[config.mk]
export PLATFORM = sky130hd
export DESIGN_NAME = mrts_ctrl
export DESIGN_NICKNAME = d
export VERILOG_FILES = /design/src/rtl/mrts_pkg.sv /design/src/rtl/mrts_ctrl.sv
export SDC_FILE = /design/constraint.sdc
export NUM_CORES = 1
export LEC_CHECK = 0
export ABC_AREA = 1
export ABC_CLOCK_PERIOD_IN_PS = 2300
export BUFFER_PORTS_ARGS = -buffer_cell sky130_fd_sc_hd__buf_2
export CAP_MARGIN = 20
export CORE_UTILIZATION = 45
export DETAILED_ROUTE_END_ITERATION = 16
export HOLD_SLACK_MARGIN = 0.03
export PLACE_DENSITY = 0.66
export SLEW_MARGIN = 10
export SYNTH_ARGS = -nofsm -noshare
export SYNTH_HDL_FRONTEND = slang
export SYNTH_SLANG_ARGS = --single-unit
[constraint.sdc]
create_clock -name clk -period 2.3 [get_ports clk]
set_input_delay 0.23 -clock clk [delete_from_list [all_inputs] [get_ports clk]]
set_output_delay 0.23 -clock clk [all_outputs]
set_load 0.05 [all_outputs]
[src/rtl/mrts_pkg.sv]
// Package for the memory range table sorter: constants, channel payload types and the
// command and status structs that join controller and datapath. No dependencies.
`timescale 1ns / 1ps

package mrts_pkg;

  // Default table depth. The top level takes it as the parameter default.
  localparam int MAX_RECORDS_DEF = 32;

  // One input item: a memory-range record and the end-of-set marker.
  typedef struct packed {
    logic [63:0] range_start;
    logic [63:0] range_end;
    logic [31:0] range_type;
    logic [31:0] range_flags;
    logic        last_entry;
  } in_item_t;

  // One result item: a record at its sorted position.
  typedef struct packed {
    logic [63:0] sorted_start;
    logic [63:0] sorted_end;
    logic [31:0] sorted_type;
    logic [31:0] sorted_flags;
    logic        final_record;
    logic        table_overflow;
  } out_item_t;

  // Record as held in the table.
  typedef struct packed {
    logic [63:0] range_start;
    logic [63:0] range_end;
    logic [31:0] range_type;
    logic [31:0] range_flags;
  } rec_t;

  // Controller to datapath.
  typedef struct packed {
    logic mem_we;         // write the table
    logic wr_pos_rec;     // write data is the held position record, else the input record
    logic mem_re;         // read the table
    logic ld_pos;         // capture the read record as position and best record
    logic scan;           // compare the read record against the best so far
    logic emit;           // load the best record into the output register
    logic final_record;
    logic table_overflow;
  } cmd_t;

  // Datapath to controller.
  typedef struct packed {
    logic less;           // read start is strictly below the best start
    logic out_free;       // output register can take a record this cycle
  } stat_t;

endpackage

[src/rtl/mrts_ctrl.sv]
// Controller of the range table sorter: load, selection-sort scan and emit sequencing.
// Holds all counters and indices. Depends on mrts_pkg.
`timescale 1ns / 1ps

module mrts_ctrl import mrts_pkg::*; #(
  parameter int MAX_RECORDS = MAX_RECORDS_DEF,
  parameter int IDX_W       = (MAX_RECORDS > 1) ? $clog2(MAX_RECORDS) : 1,
  parameter int CNT_W       = $clog2(MAX_RECORDS + 1)
) (
  input  logic             clk,
  input  logic             rst_n,
  input  logic             in_valid,
  input  logic             in_last,
  output logic             in_ready,
  output cmd_t             cmd,
  input  stat_t            stat,
  output logic [IDX_W-1:0] rd_addr,
  output logic [IDX_W-1:0] wr_addr
);

  localparam logic [2:0] S_IDLE  = 3'd0;
  localparam logic [2:0] S_RDPOS = 3'd1;
  localparam logic [2:0] S_LDPOS = 3'd2;
  localparam logic [2:0] S_SCAN  = 3'd3;
  localparam logic [2:0] S_EMIT  = 3'd4;

  localparam logic [CNT_W-1:0] CNT_MAX = CNT_W'(MAX_RECORDS);
  localparam logic [CNT_W-1:0] CNT_ONE = CNT_W'(1);

  logic [2:0]       state_r, state_nxt;
  logic [CNT_W-1:0] count_r, count_nxt;
  logic             ovf_r, ovf_nxt;
  logic [CNT_W-1:0] n_r, n_nxt;
  logic [CNT_W-1:0] pos_r, pos_nxt;
  logic [CNT_W-1:0] idx_r, idx_nxt;
  logic [CNT_W-1:0] best_r, best_nxt;
  logic [CNT_W-1:0] pos_inc;
  logic [CNT_W-1:0] idx_inc;
  logic [CNT_W-1:0] n_last;
  logic             accept;

  assign pos_inc = pos_r + CNT_ONE;
  assign idx_inc = idx_r + CNT_ONE;
  assign n_last  = n_r - CNT_ONE;
  assign in_ready = (state_r == S_IDLE);
  assign accept   = in_valid && in_ready;

  always_comb begin
    state_nxt = state_r;
    count_nxt = count_r;
    ovf_nxt   = ovf_r;
    n_nxt     = n_r;
    pos_nxt   = pos_r;
    idx_nxt   = idx_r;
    best_nxt  = best_r;
    cmd       = '0;
    rd_addr   = pos_r[IDX_W-1:0];
    wr_addr   = count_r[IDX_W-1:0];

    case (state_r)
      S_IDLE: begin
        if (accept) begin
          if (count_r < CNT_MAX) begin
            cmd.mem_we = 1'b1;
            count_nxt  = count_r + CNT_ONE;
          end else begin
            ovf_nxt = 1'b1;
          end
          if (in_last) begin
            n_nxt     = (count_r < CNT_MAX) ? count_r + CNT_ONE : count_r;
            pos_nxt   = '0;
            state_nxt = S_RDPOS;
          end
        end
      end
      S_RDPOS: begin
        cmd.mem_re = 1'b1;
        rd_addr    = pos_r[IDX_W-1:0];
        state_nxt  = S_LDPOS;
      end
      S_LDPOS: begin
        cmd.ld_pos = 1'b1;
        best_nxt   = pos_r;
        if (pos_inc < n_r) begin
          cmd.mem_re = 1'b1;
          rd_addr    = pos_inc[IDX_W-1:0];
          idx_nxt    = pos_inc;
          state_nxt  = S_SCAN;
        end else begin
          state_nxt = S_EMIT;
        end
      end
      S_SCAN: begin
        cmd.scan = 1'b1;
        if (stat.less) begin
          best_nxt = idx_r;
        end
        if (idx_r == n_last) begin
          state_nxt = S_EMIT;
        end else begin
          cmd.mem_re = 1'b1;
          rd_addr    = idx_inc[IDX_W-1:0];
          idx_nxt    = idx_inc;
        end
      end
      S_EMIT: begin
        if (stat.out_free) begin
          cmd.emit           = 1'b1;
          cmd.final_record   = (pos_r == n_last);
          cmd.table_overflow = ovf_r;
          // The record displaced from this position moves to where the minimum was.
          cmd.mem_we         = 1'b1;
          cmd.wr_pos_rec     = 1'b1;
          wr_addr            = best_r[IDX_W-1:0];
          if (pos_r == n_last) begin
            count_nxt = '0;
            ovf_nxt   = 1'b0;
            state_nxt = S_IDLE;
          end else begin
            pos_nxt   = pos_inc;
            state_nxt = S_RDPOS;
          end
        end
      end
      default: begin
        state_nxt = S_IDLE;
      end
    endcase
  end

  always_ff @(posedge clk) begin
    if (!rst_n) begin
      state_r <= S_IDLE;
      count_r <= '0;
      ovf_r   <= 1'b0;
    end else begin
      state_r <= state_nxt;
      count_r <= count_nxt;
      ovf_r   <= ovf_nxt;
    end
  end

  always_ff @(posedge clk) begin
    n_r    <= n_nxt;
    pos_r  <= pos_nxt;
    idx_r  <= idx_nxt;
    best_r <= best_nxt;
  end

  a_count_bound: assert property (@(posedge clk) disable iff (!rst_n)
    count_r <= CNT_MAX)
    else $error("record count beyond table depth");

  a_emit_when_free: assert property (@(posedge clk) disable iff (!rst_n)
    cmd.emit |-> stat.out_free)
    else $error("record emitted into an occupied output register");

  a_final_clears: assert property (@(posedge clk) disable iff (!rst_n)
    (cmd.emit && cmd.final_record) |=> (count_r == '0 && !ovf_r && state_r == S_IDLE))
    else $error("table not emptied after the final record");

  a_scan_in_range: assert property (@(posedge clk) disable iff (!rst_n)
    (state_r == S_SCAN) |-> (idx_r < n_r && idx_r > pos_r && best_r < n_r))
    else $error("scan index outside the stored records");

endmodule

==> results.yml, run 1 <==
clock_tree:
  htree_levels: 2
  cts.sinks: 33
  clk_pin_slew_ps: 70
  cts_buffer_depth: 2
  cts_made_buffers: 5
  clock_tree.root_cell: "clkbuf_8"
  clock_latency_ps: 290
  cts_tree: "built"
  ctsHoldBuffers: 0
synthesis:
  synth_adder_area_share_pct: 5.43
  syn_area_sq_mm: 0.00230
  synth_compound_area_share_pct: 9.34
  muxShareOfSynthArea_pct: 0
  ys_seq_area_share_pct: 38.7
  syn_nets: 331
  synth_top_family_by_area: "simple AND/OR/NAND/NOR gates"
  synth_cell_types: 33
  yosys_warnings: 0
  netlist.area_leader.share_pct: 30.0
  syn_inst: 315
  synth-simple-area-share_pct: 31.9
  synth_area_per_cell_sq_um: 7.32
  synth_commonest_cells: "64 x nand2_1, 51 x inv_1, 36 x nor2_1"
  async_reset_ff_share_pct: 0
  synth.most_common_cell: "nand2_1"
  yosysTopAreaCell: "edfxtp_1"
  ys_ff_latch: 33
  synthTopCellsByArea: "edfxtp_1 30%, nand2_1 10%, dfxtp_1 8.7%, inv_1 8.3%, nand3_1 7.6%"
  synth_edf_count: 23
  synth_ff_type: "edfxtp_1"
  synth_xor_area_share_pct: 4.18
timing:
  hold_violations: 0
  hold_ws_ps: 242
  finalCritPeriodShare_pct: 124
  max_freq_mhz: 351
  finalClockSkew_ps: 8.99
  layout_setup_ws_ps: -552
  tns_ps: -4000
  tightest_slew_ps: 584
  finalSetupViolations: 14
  final_max_slew_viol_count: 0
  fin_crit_ps: 2850
  rsz0062_at_grt: "true"
  relSlewSlack_pct: 60.8
die:
  initial_core_util_pct: 47.8
  core_sq_mm: 0.00482
  die_h_microns: 73.6
  die_area_sq_mm: 0.00541
  fp-row-count: 25
  die_w_microns: 73.6
  io-pin-count: 25
pwr:
  netSwitchingPower_w: 0.00256
  p_seq_share_pct: 22.3
  vdd_drop_max_mv: 1.01
  swShare_pct: 49.6
  p_comb_share_pct: 68.6
  internal_power_w: 0.00260
  pwr-share-clk_pct: 9.1
  total_leakage_power_nw: 1.56
  power_density_mw_per_mm2: 1620
critical_path:
  worst_ep_arrival_time_ps: 2620
  crit_fanout: 5
  crit_path_end_kind: "output pin"
  path_class: "flop to output pin"
  crit_required_ps: 2070
  start_kind: "flop"
  worst-r2r-setup-slack_ps: -240
placed_design:
  port_buffers: 24
  post_dp_cell_area_sq_mm: 0.00281
  gp_congestion: 0.889
  dp_hpwl_microns: 4860
  place_inst: 438
global_route:
  grt_pass1_wl_microns: 10200
  grt_use_total_pct: 25.6
  grt_pass1_vias: 2146
  grt_overflow_total: 0
  antenna_found_initial: 0
  grt_max_degree: 14
min_path:
  min_path_type: "input port to flop"
detailed_routing:
  wl_per_cell_microns: 14.1
  via_per_inst: 5.14
  drcViolationCount: 0
  vias: 2374
  routed_wl_microns: 6530
  dr.pass1.iters: 4
  ant_nets: 0
  drt_iter0_drc: 129
final_layout:
  drive_above_1_share_pct: 34.9
  fin_area_sq_mm: 0.00318
  fin_cells: 462
  area_delta_synth_final_pct: 38.0
  nets: 410
  utilization_pct: 66.0
  diodes: 0
outcome:
  violations: "negative setup slack"
  status: "complete, but fails checks"
flow_run:
  maxCapViolCount: 0
## state kept, by name, summed over array words and instances, names as in the netlist
signal	cells
state_r	3
idx_r	6
best_r	5
ovf_r	1
count_r	6
n_r	6
pos_r	6
## cell type report
class,instances,area (sq um)
clock buffers,6,82.6
clock inverters,2,13.8
fillers,392,1640
inverters,57,220
multi-input cells,220,1310
flip-flops and latches,33,891
well taps,67,83.8
repair buffers,77,582
## kinds of logic (layout without fill, tap and decap cells)
| family | count (synthesis) | after routing |
|---|---|---|
| AO/OA/AOI/OAI | 38 | 38 |
| XOR/XNOR | 11 | 11 |
| adder cells (fa/ha/maj) | 10 | 10 |
| buffers and inverters | 62 | 142 |
| flip-flops | 33 | 33 |
| AND/OR/NAND/NOR | 161 | 161 |
## final timing paths
kind | start | to | cells after the start
min | rst_n | count_r[1] | 3
max reg2reg | pos_r[1] | state_r[2] | 15
max | pos_r[1] | rd_addr[0] | 14
min reg2reg | ovf_r | ovf_r | 2
## critical path: stages, from the launching register on
cell      delay, ps
edfxtp_1        460
nand4_1         180
nor2_1          140
xor2_1          210
inv_1           110
ha_4            230
a21oi_1         180
nand3_2         110
buf_4           150
buf_6           110
nand2_2          50
o21ai_2          60
nand2_1          70
nand4_1         100
buf_6           180
## power by group through the flow
stage / Sequential, W / Combinational (W) / Clock [W]
final: 0.00115 / 0.00354 / 0.000468
after global routing: 0.00118 / 0.00383 / 0.000491
after CTS: 0.00114 / 0.00334 / 0.000475
after detailed placement: 0.00115 / 0.00300 / 0
after global placement: 0.00114 / 0.00297 / 0
after floorplan: 0.00112 / 0.00200 / 0
## placed cells by master, fill, tap and decap left out, types with 5 or more instances in the layout
master / synthesis / final
a21oi_1: 7 / 7
buf_2: 2 / 17
buf_4: 1 / 52
buf_6: 0 / 5
clkbuf_8: 0 / 6
dfxtp_1: 10 / 10
edfxtp_1: 23 / 23
ha_1: 10 / 6
inv_1: 51 / 48
inv_2: 4 / 6
nand2_1: 64 / 57
nand2_2: 9 / 13
nand2_4: 2 / 5
nand3_1: 35 / 29
nand3_2: 1 / 7
nor2_1: 36 / 34
nor3_1: 5 / 5
o21ai_0: 23 / 16
xor2_1: 9 / 8
## metrics by stage
stage,power (W),worst slack (ps)
floorplan,0.00313,-463
global placement,0.00411,-174
detailed placement,0.00415,-259
CTS,0.00495,-430
global route,0.00550,-706
finish,0.00516,-552
## layer usage
metal	vias to the layer above	global-route usage (%)	wire, microns
met5	-	0	0
met4	0	9.19	141
met3	14	3.70	389
met2	86	41.3	3090
met1	1091	34.9	2910
li1	1183	-	-
## repair_timing
| item | 4_1_cts | 5_1_grt |
|---|---|---|
| endpoints found under the setup margin | 14 | 22 |
| pin swaps | 10 | 13 |
| resized for setup | 26 | 13 |
| buffers inserted | 9 | 8 |
(Power assumes the default switching activity.)
==> run 2: changes to the inputs <==
--- a/config.mk
+++ b/config.mk
@@ -13,6 +13,7 @@
 export DETAILED_ROUTE_END_ITERATION = 16
 export HOLD_SLACK_MARGIN = 0.03
 export PLACE_DENSITY = 0.66
+export SKIP_CTS_REPAIR_TIMING = 1
 export SLEW_MARGIN = 10
 export SYNTH_ARGS = -nofsm -noshare
 export SYNTH_HDL_FRONTEND = slang
==> run 2 against run 1 <==
The run still ends with negative setup slack left. Via count down 2.7%. Die area unchanged. Total power down 1.2%. Register-to-register slack better by 170 ps. Flip-flop and latch count unchanged. Critical path type unchanged. Largest cell class unchanged.
==> results.yml, run 2 (synthesis gave the netlist of run 1 again) <==
outcome:
  status: "complete, but fails checks"
  violations: "negative setup slack"
critical_path:
  crit_required_ps: 2070
  crit_path_end_kind: "output pin"
  cp-startpoint: "pos_r[0]"
  start_kind: "flop"
  crit_fanout: 6
  path_class: "flop to output pin"
  rr_startpoint: "pos_r[0]"
  worst-r2r-setup-slack_ps: -70
  worst_ep_arrival_time_ps: 2600
  reg2reg_to: "state_r[2]"
  reg2reg_depth: 16
min_path:
  worst_hold_path.endpoint: "state_r[2]"
  whs_path_depth: 3
  min_path_type: "input port to flop"
  hold_start: "rst_n"
global_route:
  grt_use_total_pct: 24.3
  grt_pass1_wl_microns: 9640
  grt_max_degree: 14
  grt_overflow_total: 0
  grt_pass1_vias: 2025
  antenna_found_initial: 0
placed_design:
  port_buffers: 24
  gp_congestion: 0.889
  dp_hpwl_microns: 4860
  post_dp_cell_area_sq_mm: 0.00281
timing:
  finalSetupViolations: 13
  tightest_slew_ps: 472
  max_freq_mhz: 354
  finalClockSkew_ps: 10.4
  hold_ws_ps: 236
  relSlewSlack_pct: 68.4
  layout_setup_ws_ps: -527
  fin_crit_ps: 2830
  hold_violations: 0
  final_max_slew_viol_count: 0
  finalCritPeriodShare_pct: 123
  rsz0062_at_grt: "true"
clock_tree:
  cts.sinks: 33
  cts_made_buffers: 5
  cts_tree: "built"
  clock_tree.root_cell: "clkbuf_8"
  cts_buffer_depth: 2
  clk_pin_slew_ps: 70
  htree_levels: 2
  clock_latency_ps: 290
detailed_routing:
  vias: 2311
  dr.pass1.iters: 4
  drcViolationCount: 0
  routed_wl_microns: 6420
  ant_nets: 0
  drt_iter0_drc: 127
  wl_per_cell_microns: 14.0
  via_per_inst: 5.06
pwr:
  power_density_mw_per_mm2: 1620
  total_leakage_power_nw: 1.53
  power_w: 0.00510
  vdd_drop_max_mv: 1.06
flow_run:
  maxCapViolCount: 0
die:
  initial_core_util_pct: 47.8
  fp-row-count: 25
  die_w_microns: 73.6
  core_sq_mm: 0.00482
  die_area_sq_mm: 0.00541
  die_h_microns: 73.6
  io-pin-count: 25
final_layout:
  area_delta_synth_final_pct: 36.8
  diodes: 0
  fin_area_sq_mm: 0.00315
  most-common-layout-cells: "58 x nand2_1, 48 x inv_1, 46 x buf_4"
  nets: 405
  drive_above_1_share_pct: 35.1
  final_common_cell: "nand2_1"
  fillCellCount: 400
[run 2: critical path, cell delays in order, from the launching register on]
cell and delay, ps:
edfxtp_1 440, nand4_1 160, nor2_1 150, xor2_1 200, inv_1 110, ha_4 290
nand2_2 50, inv_2 50, nand4_1 100, nand3_2 100, inv_2 60, nand2_4 100
nand2_4 70, inv_4 70, nand2_2 40, o211ai_1 80, buf_4 230
[run 2: layout make-up]
cell class                 instances  area [sq um]  area share (%)
tap                               67          83.8            2.66
clock buffer                       6          82.6            2.62
timing repair buffer              72           539            17.1
multi-input combinational        220          1320            41.9
inverter                          57           220            6.98
clock inverter                     2          13.8           0.437
sequential                        33           891            28.3
[run 2: worst max path at each step]
stage | endpoint | slack, ps | depth (start not counted)
after global placement | rd_addr[3] | -170 | 16
after global routing | rd_addr[2] | -680 | 16
after CTS | rd_addr[2] | -600 | 16
final | rd_addr[2] | -530 | 16
after detailed placement | rd_addr[2] | -260 | 16
after floorplan | rd_addr[2] | -460 | 12
[run 2: metal layers]
| metal | GRT usage [%] | wire length, microns | vias up |
|---|---|---|---|
| met3 | 3.70 | 333 | 8 |
| met1 | 33.7 | 2910 | 1054 |
| met5 | 0 | 0 | - |
| met2 | 38.1 | 3070 | 81 |
| li1 | - | - | 1168 |
| met4 | 9.19 | 105 | 0 |
[run 2: per-stage QoR]
step	cells	utilization, %	setup TNS (ps)	setup slack, ps
floorplan	315	-	-1370	-463
global placement	438	58.3	-829	-174
detailed placement	438	58.3	-1320	-259
CTS	446	60.3	-3740	-603
global route	457	65.5	-4930	-679
finish	457	65.5	-3060	-527
[run 2: report_power, final]
group	switching, W	leakage (nW)	internal, W	total [W]
sequential	0.000185	0.299	0.000958	0.00114
clock	0.000227	0.0512	0.000242	0.000470
combinational	0.00214	1.18	0.00134	0.00348
==> run 3: changes to the inputs <==
--- a/config.mk
+++ b/config.mk
@@ -12,7 +12,7 @@
 export CORE_UTILIZATION = 45
 export DETAILED_ROUTE_END_ITERATION = 16
 export HOLD_SLACK_MARGIN = 0.03
-export PLACE_DENSITY = 0.66
+export PLACE_DENSITY = 0.68
 export SKIP_CTS_REPAIR_TIMING = 1
 export SLEW_MARGIN = 10
 export SYNTH_ARGS = -nofsm -noshare
==> constraint.sdc (replaced) <==
create_clock -name clk -period 2.3 [get_ports clk]
set_input_delay 0.115 -clock clk [delete_from_list [all_inputs] [get_ports clk]]
set_output_delay 0.115 -clock clk [all_outputs]
set_load 0.05 [all_outputs]
==> run 3 against run 2 <==
The run still ends with negative setup slack left. Register-to-register slack got worse by 150 ps. Core utilization decreased by 4.7 points. Fmax about the same. Critical path type unchanged. Critical endpoint is now cmd[5].
==> results.yml, run 3 (synthesis gave the netlist of run 1 again) <==
placed_design:
  place_ws_ps: -144
  gp_congestion: 0.938
  dp_hpwl_microns: 4650
  port_buffers: 24
pwr:
  power_density_mw_per_mm2: 1610
  p_seq_share_pct: 24.5
  power_w: 0.00470
  vdd_drop_max_mv: 1.07
  internal_power_w: 0.00229
  pwr-share-clk_pct: 9.1
  p_comb_share_pct: 66.4
  netSwitchingPower_w: 0.00241
  total_leakage_power_nw: 1.40
  swShare_pct: 51.3
detailed_routing:
  ant_nets: 0
  vias: 2256
  drcViolationCount: 0
  routed_wl_microns: 6090
  drt_iter0_drc: 159
  via_per_inst: 5.16
  dr.pass1.iters: 5
  wl_per_cell_microns: 13.9
timing:
  relSlewSlack_pct: 69.9
  fin_crit_ps: 2830
  finalClockSkew_ps: 6.10
  finalCritPeriodShare_pct: 123
  rsz0062_at_grt: "true"
  finalSetupViolations: 15
  layout_setup_ws_ps: -527
  hold_violations: 0
  tightest_slew_ps: 452
  final_max_slew_viol_count: 0
  max_freq_mhz: 354
clock_tree:
  cts.sinks: 33
  clk_pin_slew_ps: 70
  htree_levels: 2
  cts_made_buffers: 5
  clock_tree.root_cell: "clkbuf_8"
  cts_tree: "built"
  clock_latency_ps: 290
  cts_buffer_depth: 2
final_layout:
  final_common_cell: "nand2_1"
  multi_input_area_sq_mm: 0.00128
  nets: 385
  diodes: 0
  most-common-layout-cells: "59 x nand2_1, 49 x inv_1, 33 x nor2_1, 33 x nand3_1, 30 x buf_4"
  area_delta_synth_final_pct: 27.0
  seq_area_sq_um: 891
  drive_above_1_share_pct: 28.6
  fillCellCount: 453
global_route:
  antenna_found_initial: 0
  grt_pass1_vias: 2015
  grt_pass1_wl_microns: 9340
  grt_use_total_pct: 23.6
  grt_overflow_total: 0
  grt_max_degree: 15
min_path:
  min_path_type: "input port to flop"
  whs_path_depth: 3
critical_path:
  cp.depth: 16
  slowest_stage: "edfxtp_1"
  path_cells: "nand4_1 -> nor2_1 -> xor2_1 -> inv_1 -> ha_4 -> nand2_2 -> inv_2 -> o21ai_1 -> nand3_2 -> inv_2 -> nand2_4 -> nand2_4 -> clkinv_4 -> buf_4 -> nand2_4 -> buf_8"
  reg2reg_depth: 16
  crit_required_ps: 2180
  start_kind: "flop"
  crit_family: "simple AND/OR/NAND/NOR gates"
  cp_num_buf_inv: 6
  worst_ep_arrival_time_ps: 2710
  crit_top_cell: "nand2_4"
  slowest_delay_ps: 450
  crit_path_end_kind: "output pin"
  path_class: "flop to output pin"
  crit_fanout: 8
die:
  core_sq_mm: 0.00482
  io-pin-count: 25
  fp-row-count: 25
  initial_core_util_pct: 47.8
  die_area_sq_mm: 0.00541
  die_w_microns: 73.6
  die_h_microns: 73.6
outcome:
  status: "complete, but fails checks"
  violations: "negative setup slack"
flow_run:
  maxCapViolCount: 0
run 3: changes by cell type in the layout (fill, tap and decap cells not counted), sizes merged:
cell / change
clkbuf: +2
inv: -1
buf: -21
clkinv: -1
clkinvlp: +1
run 3: worst paths after layout:
| kind | endpoint | slack [ps] | startpoint |
|---|---|---|---|
| hold reg to reg | ovf_r | 470 | ovf_r |
| setup / recovery | cmd[5] | -530 | pos_r[1] |
| hold / removal | state_r[2] | 150 | rst_n |
| setup reg to reg | state_r[0] | -220 | pos_r[1] |
run 3: layer usage:
metal / GRT usage (%) / wire length (microns) / vias up
met5: 0 / 0 / -
met4: 7.69 / 129 / 0
met3: 3.70 / 345 / 13
met2: 39.3 / 2930 / 80
met1: 31.3 / 2690 / 1039
li1: - / - / 1124
run 3: layout make-up:
type	instances	share of cell area, %
Inverter	57	7.61
Clock buffer	7	2.61
Timing Repair Buffer	52	12.5
Multi-Input combinational cell	220	43.7
Clock inverter	1	0.257
Tap cell	67	2.86
Sequential cell	33	30.4
run 3: stage by stage:
stage                     cells  setup TNS (ps)  utilization (%)  hold slack (ps)  cell area (sq um)
after global placement      422           -48.3             55.7              431               2680
after CTS                   430           -2440             57.4              143               2770
after detailed placement    422            -375             55.7              442               2680
final                       437           -4280             60.8              147               2930
after floorplan             315            -790                -              235               2340
after global routing        437           -6740             60.8              147               2930
run 3: worst register-to-register path, cell delays in order (launching register included):
cell and delay [ps]:
edfxtp_1 450, nand4_1 150, nor2_1 190, xor2_1 240
inv_1 120, ha_4 260, nand2_2 60, inv_2 30
o21ai_1 100, nand3_2 130, inv_2 90, nand2_4 90
buf_4 170, buf_4 120, nand3_1 70, nand2_1 60
a21oi_2 120
run 3: power groups by stage:
stage | combinational, W | clock, W | sequential (W)
2_1_floorplan | 0.00198 | 0 | 0.00112
3_3_place_gp | 0.00275 | 0 | 0.00115
3_5_place_dp | 0.00277 | 0 | 0.00116
4_1_cts | 0.00278 | 0.000430 | 0.00115
5_1_grt | 0.00339 | 0.000458 | 0.00118
6_report | 0.00312 | 0.000426 | 0.00115
